[src/amv_pkg.sv]
// Package for the alarm message validator: character codes, length limits,
// configuration register indexes and byte class helpers.
// No dependencies.
package amv_pkg;

  // byte and register widths
  localparam int unsigned BYTE_W   = 8;
  localparam int unsigned CFG_IDX_W = 3;
  localparam int unsigned CNT_W    = 8;

  // section length limits
  localparam logic [CNT_W-1:0] ID_MAX_LEN   = 8'd16;
  localparam logic [CNT_W-1:0] DESIG_LEN    = 8'd3;
  localparam logic [CNT_W-1:0] TEXT_MAX_LEN = 8'd80;

  // character codes
  localparam logic [BYTE_W-1:0] CH_ZERO  = 8'h30;
  localparam logic [BYTE_W-1:0] CH_FIVE  = 8'h35;
  localparam logic [BYTE_W-1:0] CH_NINE  = 8'h39;
  localparam logic [BYTE_W-1:0] CH_LC_A  = 8'h61;
  localparam logic [BYTE_W-1:0] CH_LC_F  = 8'h66;
  localparam logic [BYTE_W-1:0] CH_UC_A  = 8'h41;
  localparam logic [BYTE_W-1:0] CH_UC_F  = 8'h46;

  // delimiter reset values
  localparam logic [BYTE_W-1:0] RST_ID_OPEN    = 8'd91;
  localparam logic [BYTE_W-1:0] RST_ID_CLOSE   = 8'd93;
  localparam logic [BYTE_W-1:0] RST_DESIG_OPEN  = 8'd123;
  localparam logic [BYTE_W-1:0] RST_DESIG_CLOSE = 8'd125;

  // configuration register indexes
  localparam logic [CFG_IDX_W-1:0] REG_ID_OPEN     = 3'd0;
  localparam logic [CFG_IDX_W-1:0] REG_ID_CLOSE    = 3'd1;
  localparam logic [CFG_IDX_W-1:0] REG_DESIG_OPEN  = 3'd2;
  localparam logic [CFG_IDX_W-1:0] REG_DESIG_CLOSE = 3'd3;

  // decimal digit test
  function automatic logic is_digit(input logic [BYTE_W-1:0] b);
    return (b >= CH_ZERO) && (b <= CH_NINE);
  endfunction

  // hex digit test, either case
  function automatic logic is_hex(input logic [BYTE_W-1:0] b);
    return is_digit(b) || ((b >= CH_LC_A) && (b <= CH_LC_F)) ||
           ((b >= CH_UC_A) && (b <= CH_UC_F));
  endfunction

endpackage

[src/alarm_message_validator.sv]
// Alarm message validator top level: byte parser state, verdict register.
// Depends on amv_pkg.
//
// Usage:
//   Bytes of an alarm message enter on the s_axis channel, one per beat,
//   with s_axis_tlast set on the final byte. A level digit comes first,
//   then optional id, designator and text sections in any order.
//   One beat leaves on m_axis for every final byte: bit 0 of m_axis_tdata
//   is 1 when the message was well formed. Other bytes give no beat.
//   The four delimiter bytes are set through cfg_we/cfg_index/cfg_data
//   while no message is in flight; indexes above three are ignored.
// Timing:
//   A byte is checked in the cycle it is accepted; the verdict sits in the
//   output register from the next cycle on.
//   One byte per cycle is taken while no verdict waits on m_axis_tready, set by the single parser state update.
// Reset and stall:
//   rst clears the parser, empties the output register and restores the
//   default delimiters. While a verdict waits on m_axis_tready, input is
//   held off; once it is taken, a new byte enters in the same cycle.
module alarm_message_validator (
  input  logic                          clk,
  input  logic                          rst,
  // input bytes
  input  logic                          s_axis_tvalid,
  output logic                          s_axis_tready,
  input  logic [amv_pkg::BYTE_W-1:0]    s_axis_tdata,   // [7:0] data_byte
  input  logic                          s_axis_tlast,   // end_of_msg
  // verdicts
  output logic                          m_axis_tvalid,
  input  logic                          m_axis_tready,
  output logic [amv_pkg::BYTE_W-1:0]    m_axis_tdata,   // [0] msg_valid, [7:1] zero
  // configuration writes
  input  logic                          cfg_we,
  input  logic [amv_pkg::CFG_IDX_W-1:0] cfg_index,
  input  logic [amv_pkg::BYTE_W-1:0]    cfg_data
);
  import amv_pkg::*;

  typedef enum logic [2:0] {
    PH_LEVEL,
    PH_TOP,
    PH_ID,
    PH_DESIG,
    PH_TEXT
  } phase_t;

  // delimiter registers
  logic [BYTE_W-1:0] id_open;
  logic [BYTE_W-1:0] id_close;
  logic [BYTE_W-1:0] desig_open;
  logic [BYTE_W-1:0] desig_close;

  // parser state
  phase_t            phase, phase_next;
  logic              seen_id, seen_id_next;
  logic              seen_desig, seen_desig_next;
  logic              seen_text, seen_text_next;
  logic [CNT_W-1:0]  count, count_next;
  logic              failed, failed_next;

  // output register
  logic              out_valid;
  logic              out_ok;

  logic              in_beat;
  logic              is_delim;
  logic              top_byte;
  logic              verdict;
  logic [BYTE_W-1:0] b;

  assign b       = s_axis_tdata;
  assign in_beat = s_axis_tvalid && s_axis_tready;
  assign is_delim = (b == id_open) || (b == id_close) ||
                    (b == desig_open) || (b == desig_close);

  // input side may move whenever the output slot is free or draining
  assign s_axis_tready = !out_valid || m_axis_tready;
  assign m_axis_tvalid = out_valid;
  assign m_axis_tdata  = {{(BYTE_W-1){1'b0}}, out_ok};

  // delimiter register writes
  always_ff @(posedge clk) begin
    if (rst) begin
      id_open     <= RST_ID_OPEN;
      id_close    <= RST_ID_CLOSE;
      desig_open  <= RST_DESIG_OPEN;
      desig_close <= RST_DESIG_CLOSE;
    end else if (cfg_we) begin
      case (cfg_index)
        REG_ID_OPEN:     id_open     <= cfg_data;
        REG_ID_CLOSE:    id_close    <= cfg_data;
        REG_DESIG_OPEN:  desig_open  <= cfg_data;
        REG_DESIG_CLOSE: desig_close <= cfg_data;
        default: ;
      endcase
    end
  end

  // per-byte parser step
  always_comb begin
    phase_next      = phase;
    seen_id_next    = seen_id;
    seen_desig_next = seen_desig;
    seen_text_next  = seen_text;
    count_next      = count;
    failed_next     = failed;
    top_byte        = 1'b0;

    if (!failed) begin
      case (phase)
        PH_LEVEL: begin
          if ((b < CH_ZERO) || (b > CH_FIVE)) failed_next = 1'b1;
          else phase_next = PH_TOP;
        end
        PH_ID: begin
          if (b == id_close) phase_next = PH_TOP;
          else if ((count >= ID_MAX_LEN) || is_delim || !is_hex(b)) failed_next = 1'b1;
          else count_next = count + 8'd1;
        end
        PH_DESIG: begin
          if (b == desig_close) begin
            if ((count != '0) && (count != DESIG_LEN)) failed_next = 1'b1;
            else phase_next = PH_TOP;
          end else if ((count >= DESIG_LEN) || is_delim || !is_digit(b)) begin
            failed_next = 1'b1;
          end else begin
            count_next = count + 8'd1;
          end
        end
        PH_TEXT: begin
          if (!is_delim) begin
            if (count >= TEXT_MAX_LEN) failed_next = 1'b1;
            else count_next = count + 8'd1;
          end else begin
            // delimiter ends the text and is parsed as a section start
            phase_next = PH_TOP;
            top_byte   = 1'b1;
          end
        end
        default: top_byte = 1'b1;
      endcase
    end

    // byte between sections: open a section or start the text
    if (top_byte) begin
      if (b == id_open) begin
        if (seen_id) failed_next = 1'b1;
        else begin
          seen_id_next = 1'b1;
          count_next   = '0;
          phase_next   = PH_ID;
        end
      end else if (b == desig_open) begin
        if (seen_desig) failed_next = 1'b1;
        else begin
          seen_desig_next = 1'b1;
          count_next      = '0;
          phase_next      = PH_DESIG;
        end
      end else if (seen_text || is_delim) begin
        failed_next = 1'b1;
      end else begin
        seen_text_next = 1'b1;
        count_next     = 8'd1;
        phase_next     = PH_TEXT;
      end
    end
  end

  assign verdict = !failed_next && (phase_next != PH_ID) && (phase_next != PH_DESIG);

  // parser state and verdict register
  always_ff @(posedge clk) begin
    if (rst) begin
      phase      <= PH_LEVEL;
      seen_id    <= 1'b0;
      seen_desig <= 1'b0;
      seen_text  <= 1'b0;
      count      <= '0;
      failed     <= 1'b0;
      out_valid  <= 1'b0;
    end else begin
      if (m_axis_tready) out_valid <= 1'b0;
      if (in_beat) begin
        if (s_axis_tlast) begin
          phase      <= PH_LEVEL;
          seen_id    <= 1'b0;
          seen_desig <= 1'b0;
          seen_text  <= 1'b0;
          count      <= '0;
          failed     <= 1'b0;
          out_valid  <= 1'b1;
        end else begin
          phase      <= phase_next;
          seen_id    <= seen_id_next;
          seen_desig <= seen_desig_next;
          seen_text  <= seen_text_next;
          count      <= count_next;
          failed     <= failed_next;
        end
      end
    end
  end

  // verdict payload
  always_ff @(posedge clk) begin
    if (in_beat && s_axis_tlast) out_ok <= verdict;
  end

`ifndef SYNTHESIS
  // a final byte always produces a verdict beat
  a_last_gives_verdict: assert property (@(posedge clk) disable iff (rst)
    (in_beat && s_axis_tlast) |=> out_valid)
    else $error("final byte gave no verdict");

  // a final byte leaves the parser cleared for the next message
  a_last_clears: assert property (@(posedge clk) disable iff (rst)
    (in_beat && s_axis_tlast) |=> (phase == PH_LEVEL) && !failed && (count == '0))
    else $error("parser not cleared after final byte");

  // section counters stay within their limits
  a_count_limits: assert property (@(posedge clk) disable iff (rst)
    ((phase == PH_ID) |-> (count <= ID_MAX_LEN)) and
    ((phase == PH_DESIG) |-> (count <= DESIG_LEN)) and
    ((phase == PH_TEXT) |-> (count <= TEXT_MAX_LEN)))
    else $error("section counter past its limit");

  // a byte that is not final never starts a new verdict
  a_no_spurious: assert property (@(posedge clk) disable iff (rst)
    (!out_valid && !(in_beat && s_axis_tlast)) |=> !out_valid)
    else $error("verdict without final byte");
`endif

endmodule
[config.mk]
export PLATFORM = sky130hd
export DESIGN_NAME = alarm_message_validator
export DESIGN_NICKNAME = d
export VERILOG_FILES = /design/src/amv_pkg.sv /design/src/alarm_message_validator.sv
export SDC_FILE = /design/constraint.sdc
export NUM_CORES = 1
export LEC_CHECK = 0
export BUFFER_PORTS_ARGS = -buffer_cell sky130_fd_sc_hd__buf_2
export CELL_PAD_IN_SITES_DETAIL_PLACEMENT = 1
export CELL_PAD_IN_SITES_GLOBAL_PLACEMENT = 1
export CORE_UTILIZATION = 44
export DETAILED_ROUTE_END_ITERATION = 6
export GPL_ROUTABILITY_DRIVEN = 0
export PLACE_DENSITY_LB_ADDON = 0.1
export RECOVER_POWER = 25
export SKIP_LAST_GASP = 1
export SLEW_MARGIN = 40
export SYNTH_ARGS = -nofsm -noshare
export SYNTH_HDL_FRONTEND = slang
export SYNTH_SLANG_ARGS = --single-unit
[constraint.sdc]
create_clock -name clk -period 2.99 [get_ports clk]
set_clock_uncertainty 0.2 [all_clocks]
set_input_delay 0.1495 -clock clk [delete_from_list [all_inputs] [get_ports clk]]
set_output_delay 0.1495 -clock clk [all_outputs]
set_load 0.02 [all_outputs]
# Yosys cells after proc, flatten, opt, wreduce, memory -nomap -nowiden
# Index checks and enable logic that the tools add are counted.
# Widths: inputs -> output; s select.
# word_totals
regBits	49
out_inout_bits	10
# op_classes
n_addsub	1
n_lt_le_gt_ge	11
n_eq_ne	16
mux	64
reduce_logical	38
# op_table
op	count
$mux 8	14
$mux 3	13
$mux 1	33
$eq 8x8->1	4
$ge 8x7->1 const B	3
$pmux 8 s3	1
$le 8x7->1 const B	2
$eq 3x2->1 const B	4
$logic_or 1x1->1	12
$pmux 3 s4	1
$add 8x1->8 const B	1
$ge 8x2->1 const B	1
$ge 8x5->1 const B	1
$ge 8x6->1 const B	1
$gt 8x6->1 const B	1
$le 8x6->1 const B	1
$logic_and 1x1->1	8
$lt 8x6->1 const B	1
$ne 8x2->1 const B	1
$reduce_and 2->1	4
$reduce_bool 8->1	1
$logic_not 3->1	2
$ne 2x2->1 const B	3
$ne 3x2->1 const B	2
10 further kinds	15

# Depth between registers and ports, before layout
# Gate-level depths: netlist (run 1).
# depth
depth_word	17
ltp_mapped	10

# Worst setup path before layout (run 1)
# Ideal clock, no wire load.
# synth_timing
kind	reg2reg
start	register count[5]
end	register out_ok (data pin)
setup_time_ns	0.138
arrival_ns	2.240
required_time_ns	2.652
slack_ns	0.412
path_stages_with_launch	9
path_buffers	0
path_cell_list	dfxtp_1 -> or4_4 -> or3_4 -> or4_1 -> nand3_1 -> a21oi_1 -> a2111oi_2 -> nand2_1 -> nor2_1
# synth_between
elab_chain_len	14
elab_cells_between_ends	40
# synth_rtl
item	line_no	rtl
start: declaration	alarm_message_validator.sv:58	logic [CNT_W-1:0] count, count_next;
start signal: assignment	alarm_message_validator.sv:198	count <= count_next;
$ge 8x2->1 / $ge 8x5->1 (equally long branches)	alarm_message_validator.sv:124, alarm_message_validator.sv:117	
$logic_or 1x1->1 (on tied branches) (2 in a row)	alarm_message_validator.sv:124, alarm_message_validator.sv:117	
$mux 1 (on tied branches)	alarm_message_validator.sv:124, alarm_message_validator.sv:117	
$mux 1 (on tied branches)	alarm_message_validator.sv:121, alarm_message_validator.sv:116	
$pmux 1 s4	alarm_message_validator.sv:110	case (phase)
$mux 1	alarm_message_validator.sv:109	if (!failed) begin
$mux 1 (on tied branches)	alarm_message_validator.sv:160, alarm_message_validator.sv:154	
$mux 1	alarm_message_validator.sv:153	end else if (b == desig_open) begin
$mux 1	alarm_message_validator.sv:146	if (b == id_open) begin
$mux 1	alarm_message_validator.sv:145	if (top_byte) begin
$logic_not 1->1	alarm_message_validator.sv:170	assign verdict = !failed_next && (phase_next != PH_ID) && (phase_next != PH_DESIG);
$logic_and 1x1->1	alarm_message_validator.sv:170	
$logic_and 1x1->1 (*)	alarm_message_validator.sv:170	
via verdict	alarm_message_validator.sv:68	logic verdict;
end signal: assignment	alarm_message_validator.sv:207	if (in_beat && s_axis_tlast) out_ok <= verdict;
end: declaration	alarm_message_validator.sv:63	logic out_ok;
# The timed path passes the listed nets; every way through them passes the cells marked *.
# A chain may end at the register's enable or synchronous reset.

# Worst setup path in the final report (run 1)
# Same ends and word-level chain as after synthesis.

==> results.py, run 1 <==
metrics = {
    "place": {
        "place_ws_ns": 0.165,
        "dp_cells": 448,
        "portBuffers": 27,
        "dpl.hpwl_um": 6060,
    },
    "yosys": {
        "synth_seq_cells": 49,
        "syn-cell-area_mm2": 0.00298,
        "synth_ff_type": "dfxtp_1",
        "synth_area_leaders": "dfxtp_1 (32%), xnor2_1 (9.4%), nand2_1 (5.9%)",
        "ys_async_sr_fraction_pct": 0,
        "ys_types": 63,
        "postSynthAreaPerCell_um2": 8.27,
        "synth_area_leader_cell": "dfxtp_1",
        "netlist_instances": 360,
        "synth_top_area_share_pct": 32.3,
        "yosys-top-cells-count": "dfxtp_1 (48), nand2_1 (47), xnor2_1 (32)",
        "synth-edff-count": 1,
        "yosysWarningCount": 0,
        "synth_most_common_cell": "dfxtp_1",
        "seq_area_frac_synth_pct": 33.3,
    },
    "drt": {
        "vias": 2640,
        "drtIter0Drc": 118,
        "ant_nets": 0,
        "wirelength_um": 8080,
        "first_pass_iters": 6,
        "vias_per_cell": 5.67,
        "wl_per_cell_um": 17.3,
        "drc": 4,
    },
    "min_path": {
        "hp-start": "rst",
        "min_path_type": "in -> reg",
    },
    "die": {
        "io_pins": 35,
        "rows": 29,
        "die_x_um": 84.3,
        "core_mm2": 0.00642,
        "start_util_pct": 46.3,
        "die_h_um": 84.3,
        "dieArea_mm2": 0.00710,
    },
    "sta": {
        "finalCritPeriodShare_pct": 94.5,
        "setup_slack_ns": 0.164,
        "max_freq_ghz": 0.354,
        "finalSetupViolations": 0,
        "rsz0062_at_grt": "false",
        "finalMaxSlewViolations": 0,
        "post-route-min-period_ns": 2.83,
        "relSlewSlack_pct": 48.8,
        "tightest_slew_ns": 0.766,
        "setup_tns_ns": 0,
        "hold_violations": 0,
    },
    "clock_network": {
        "cts_tree": "yes",
        "clock_path_buffers": 2,
        "cts-root-buf": "clkbuf_8",
        "cts_made_buffers": 5,
        "clk_latency_ns": 0.31,
        "postCtsSetupBuffers": 0,
        "path_clk_slew_ns": 0.09,
        "cts.sinks": 49,
        "h-tree-depth": 2,
    },
    "setup_path": {
        "criticalPathCategory": "reg -> reg",
        "rr_startpoint": "count[5]",
        "end_kind": "register",
        "crit_required_ns": 2.96,
        "cp.arrival_ns": 2.79,
        "crit_start": "count[5]",
        "start_kind": "register",
        "worstPathMaxFanout": 7,
    },
    "grt": {
        "grt_antenna_before_repair": 0,
        "grt_max_degree": 43,
        "overflow": 0,
        "grtUsageTotal_pct": 24.0,
        "grt_pass1_wl_um": 13600,
        "grt_pass1_vias": 2671,
    },
    "final_layout": {
        "fillers": 796,
        "drive_gt1_share_pct": 15.2,
        "area_delta_synth_final_pct": 10.9,
        "stdcell_count": 466,
        "fin_util_pct": 51.4,
        "diodes": 0,
        "final_nets": 415,
    },
    "pwr": {
        "ir_worst_vdd_v": 0.000224,
        "leakage_nw": 1.21,
        "total_power_mw": 1.32,
        "power-per-cell-area_mw_per_mm2": 399,
    },
    "run_status": {
        "status": "finished with violations",
        "violations": "DRC",
    },
    "job": {
        "drv_cap": 0,
    },
}
[critical path: stages (launching register included)]
cell and delay (ns):
dfxtp_1 0.37, or4_4 0.54, or3_4 0.36, or4_1 0.47, nand3_1 0.13, a21oi_1 0.07, a2111oi_2 0.31, nand2_1 0.11
nor2_1 0.12
[layout by cell type (no fill, tap or decap), types with 8 or more instances in the layout]
cell type,Yosys,layout
nor2b_1,13,13
dlygate4sd3_1,0,10
buf_2,1,27
buf_4,14,9
inv_1,10,10
nand3b_1,13,13
dfxtp_1,48,48
nand4_1,8,8
xnor2_1,32,32
a21oi_1,16,16
nor2_1,31,31
a211o_1,10,10
nand2_1,47,47
nand3_1,9,9
[cell families after synthesis]
| family | count (synthesis) | share of synthesized area (%) |
|---|---|---|
| other | 1 | 0.126 |
| buffers and inverters | 41 | 7.48 |
| AND/OR/NAND/NOR | 156 | 28.3 |
| flip-flops | 49 | 33.3 |
| adder cells (fa/ha/maj) | 2 | 0.841 |
| AO/OA/AOI/OAI | 72 | 18.2 |
| XOR/XNOR | 32 | 9.42 |
| multiplexers | 7 | 2.35 |
[layout make-up]
class                      count  area, µm²  share of cell area [%]
multi-input combinational    276       1790                    54.1
sequential                    49        991                    30.0
clock inverter                 2       13.8                   0.417
timing repair buffer          46        303                    9.17
clock buffer                   6       72.6                    2.20
inverter                      10       37.5                    1.14
tap                           77       96.3                    2.92
[state kept, by name, summed over array words and instances (netlist names), 3 cells and up]
signal / flops
phase: 3
id_open: 8
count: 8
id_close: 8
desig_close: 8
desig_open: 8
[report_power, final]
group	internal [mW]	total (mW)	leakage [nW]	switching [mW]
clock	0.166	0.402	0.0417	0.236
combinational	0.0929	0.218	0.764	0.125
sequential	0.674	0.697	0.400	0.0229
[repair_timing]
item	in CTS	in global routing
hold buffers	10	0
resized for setup	0	0
endpoints found under the hold margin	33	0
[metal layers]
layer | global-route usage, % | vias to the layer above | routed length [µm]
met5 | 0 | - | 0
met3 | 3.64 | 8 | 205
met1 | 29.8 | 1295 | 3640
li1 | - | 1295 | -
met2 | 43.8 | 42 | 4130
met4 | 5.33 | 0 | 97
[worst paths after layout]
| check | endpoint | slack [ns] | cells after the start |
|---|---|---|---|
| max | out_ok | 0.16 | 8 |
| min | failed | 0.05 | 4 |
| max reg2reg | out_ok | 0.16 | 8 |
| min reg2reg | desig_close[7] | 0.28 | 2 |
[per-stage QoR]
stage               instance area (µm²)  hold slack [ns]
global placement                   3110            0.231
global route                       3300           0.0849
CTS                                3300           0.0410
finish                             3300           0.0492
detailed placement                 3110            0.239
floorplan                          3000           0.0674
Power figures use the tool's default switching activity.
==> inputs of run 2 (changes only) <==
--- a/config.mk
+++ b/config.mk
@@ -8,7 +8,7 @@
 export BUFFER_PORTS_ARGS = -buffer_cell sky130_fd_sc_hd__buf_2
 export CELL_PAD_IN_SITES_DETAIL_PLACEMENT = 1
 export CELL_PAD_IN_SITES_GLOBAL_PLACEMENT = 1
-export CORE_UTILIZATION = 44
+export CORE_UTILIZATION = 47
 export DETAILED_ROUTE_END_ITERATION = 6
 export GPL_ROUTABILITY_DRIVEN = 0
 export PLACE_DENSITY_LB_ADDON = 0.1
==> constraint.sdc (replaced) <==
create_clock -name clk -period 3.61 [get_ports clk]
set_clock_uncertainty 0.2 [all_clocks]
set_input_delay 0.1805 -clock clk [delete_from_list [all_inputs] [get_ports clk]]
set_output_delay 0.1805 -clock clk [all_outputs]
set_load 0.02 [all_outputs]
==> run 2 against run 1 <==
The run now ends clean. Sequential power shrank 17%. First-iteration DRC count fell by 25%. Via count down 0.76%. Die area decreased by 6.2%. Core utilization rose by 2.7 points. Final cell count fell by 1.9%. Register-to-register slack better by 0.51 ns. Non-clock buffer count fell by 7. Critical endpoint is now count[4].
==> results.py, run 2 (synthesis gave the netlist of run 1 again) <==
metrics = {
    "run_status": {
        "status": "finished, final reports clean",
    },
    "sta": {
        "setup_tns_ns": 0,
        "finalMaxSlewViolations": 0,
        "max_freq_ghz": 0.341,
        "relSlewSlack_pct": 49.3,
        "finalCritPeriodShare_pct": 81.3,
        "tightest_slew_ns": 0.740,
        "post-route-min-period_ns": 2.93,
        "setup_slack_ns": 0.676,
        "rsz0062_at_grt": "false",
        "finalSetupViolations": 0,
        "whs_ns": 0.0544,
        "hold_violations": 0,
    },
    "die": {
        "rows": 28,
        "die_x_um": 81.6,
        "core_mm2": 0.00603,
        "dieArea_mm2": 0.00666,
        "start_util_pct": 49.4,
        "die_h_um": 81.6,
        "io_pins": 35,
    },
    "drt": {
        "drtIter0Drc": 88,
        "wl_met1_um": 3560,
        "first_pass_iters": 4,
        "vias": 2620,
        "topRoutingLayerUsed": "met4",
        "wl_met2_um": 4070,
        "ant_nets": 0,
        "vias_per_cell": 5.73,
        "wirelength_um": 7930,
        "drc": 0,
        "route.met3.wl_um": 209,
        "wl_per_cell_um": 17.3,
    },
    "clock_network": {
        "clock_path_buffers": 2,
        "clk_latency_ns": 0.30,
        "cts.sinks": 49,
        "cts_tree": "yes",
        "ctsResizeCount": 0,
        "cts-root-buf": "clkbuf_8",
        "h-tree-depth": 2,
        "cts_made_buffers": 5,
        "path_clk_slew_ns": 0.09,
    },
    "final_layout": {
        "diodes": 0,
        "final_common_cell": "dfxtp_1",
        "stdcell_count": 457,
        "mostFrequentLayoutCells": "dfxtp_1 (48), nand2_1 (47), xnor2_1 (32)",
        "drive_gt1_share_pct": 14.7,
        "area_delta_synth_final_pct": 9.54,
        "fillers": 759,
        "final_nets": 408,
    },
    "grt": {
        "grt_max_degree": 44,
        "overflow": 0,
        "grt_antenna_before_repair": 0,
        "grt_pass1_wl_um": 13000,
        "grtUsageTotal_pct": 25.8,
        "grt_pass1_vias": 2696,
    },
    "place": {
        "portBuffers": 27,
        "dp_cells": 440,
        "dpl.hpwl_um": 5920,
        "place_ws_ns": 0.704,
    },
    "pwr": {
        "ir_worst_vdd_v": 0.000149,
        "power-per-cell-area_mw_per_mm2": 337,
        "total_power_mw": 1.10,
        "leakage_nw": 1.18,
    },
    "setup_path": {
        "criticalPathCategory": "reg -> reg",
        "start_kind": "register",
        "cp.arrival_ns": 2.92,
        "crit_required_ns": 3.60,
        "end_kind": "register",
        "worstPathMaxFanout": 7,
    },
    "job": {
        "drv_cap": 0,
    },
    "min_path": {
        "min_path_type": "in -> reg",
    },
}
run 2: layout make-up:
class / instances / area [µm²] / share of cell area, %
inverters: 10 / 37.5 / 1.15
clock inverters: 2 / 13.8 / 0.422
multi-input cells: 276 / 1790 / 55.0
well taps: 75 / 93.8 / 2.88
repair buffers: 39 / 248 / 7.60
clock buffers: 6 / 82.6 / 2.53
flip-flops and latches: 49 / 991 / 30.4
run 2: critical path, stage by stage (launching register included):
cell	delay, ns
dfxtp_1	0.39
or4_4	0.55
or3_4	0.37
nor3_4	0.19
a21oi_2	0.11
a2111oi_4	0.54
o32ai_2	0.21
a21oi_1	0.18
o22ai_1	0.10
run 2: path summary, 6_finish.rpt:
| path | start | end | slack [ns] | cells after the start |
|---|---|---|---|---|
| max | count[5] | count[4] | 0.68 | 8 |
| min | s_axis_tlast | m_axis_tvalid | 0.05 | 3 |
| max reg2reg | count[5] | count[4] | 0.68 | 8 |
| min reg2reg | seen_desig | seen_desig | 0.28 | 1 |
run 2: power breakdown:
part | internal, mW | total, mW | switching, mW | leakage (nW)
Combinational | 0.0729 | 0.174 | 0.101 | 0.729
Sequential | 0.559 | 0.578 | 0.0195 | 0.400
Clock | 0.156 | 0.345 | 0.189 | 0.0512
Total | 0.787 | 1.10 | 0.310 | 1.18
run 2: per-stage QoR:
| stage | utilization (%) | instance area (µm²) |
|---|---|---|
| final | 54.1 | 3260 |
| after CTS | 54.1 | 3260 |
| after global placement | 50.9 | 3070 |
| after floorplan | - | 3000 |
| after global routing | 54.1 | 3260 |
| after detailed placement | 51.0 | 3070 |
run 2: repair_timing:
item / 4_1_cts / 5_1_grt
hold endpoints to repair: 29 / 0
setup buffers: 0 / 0
hold buffers: 9 / 0
run 2: per-layer routing:
metal  vias up  GRT usage (%)
met5         -              0
met4         0           7.72
met3         8           3.78
met2        53           47.4
met1      1278           30.8
li1       1281              -
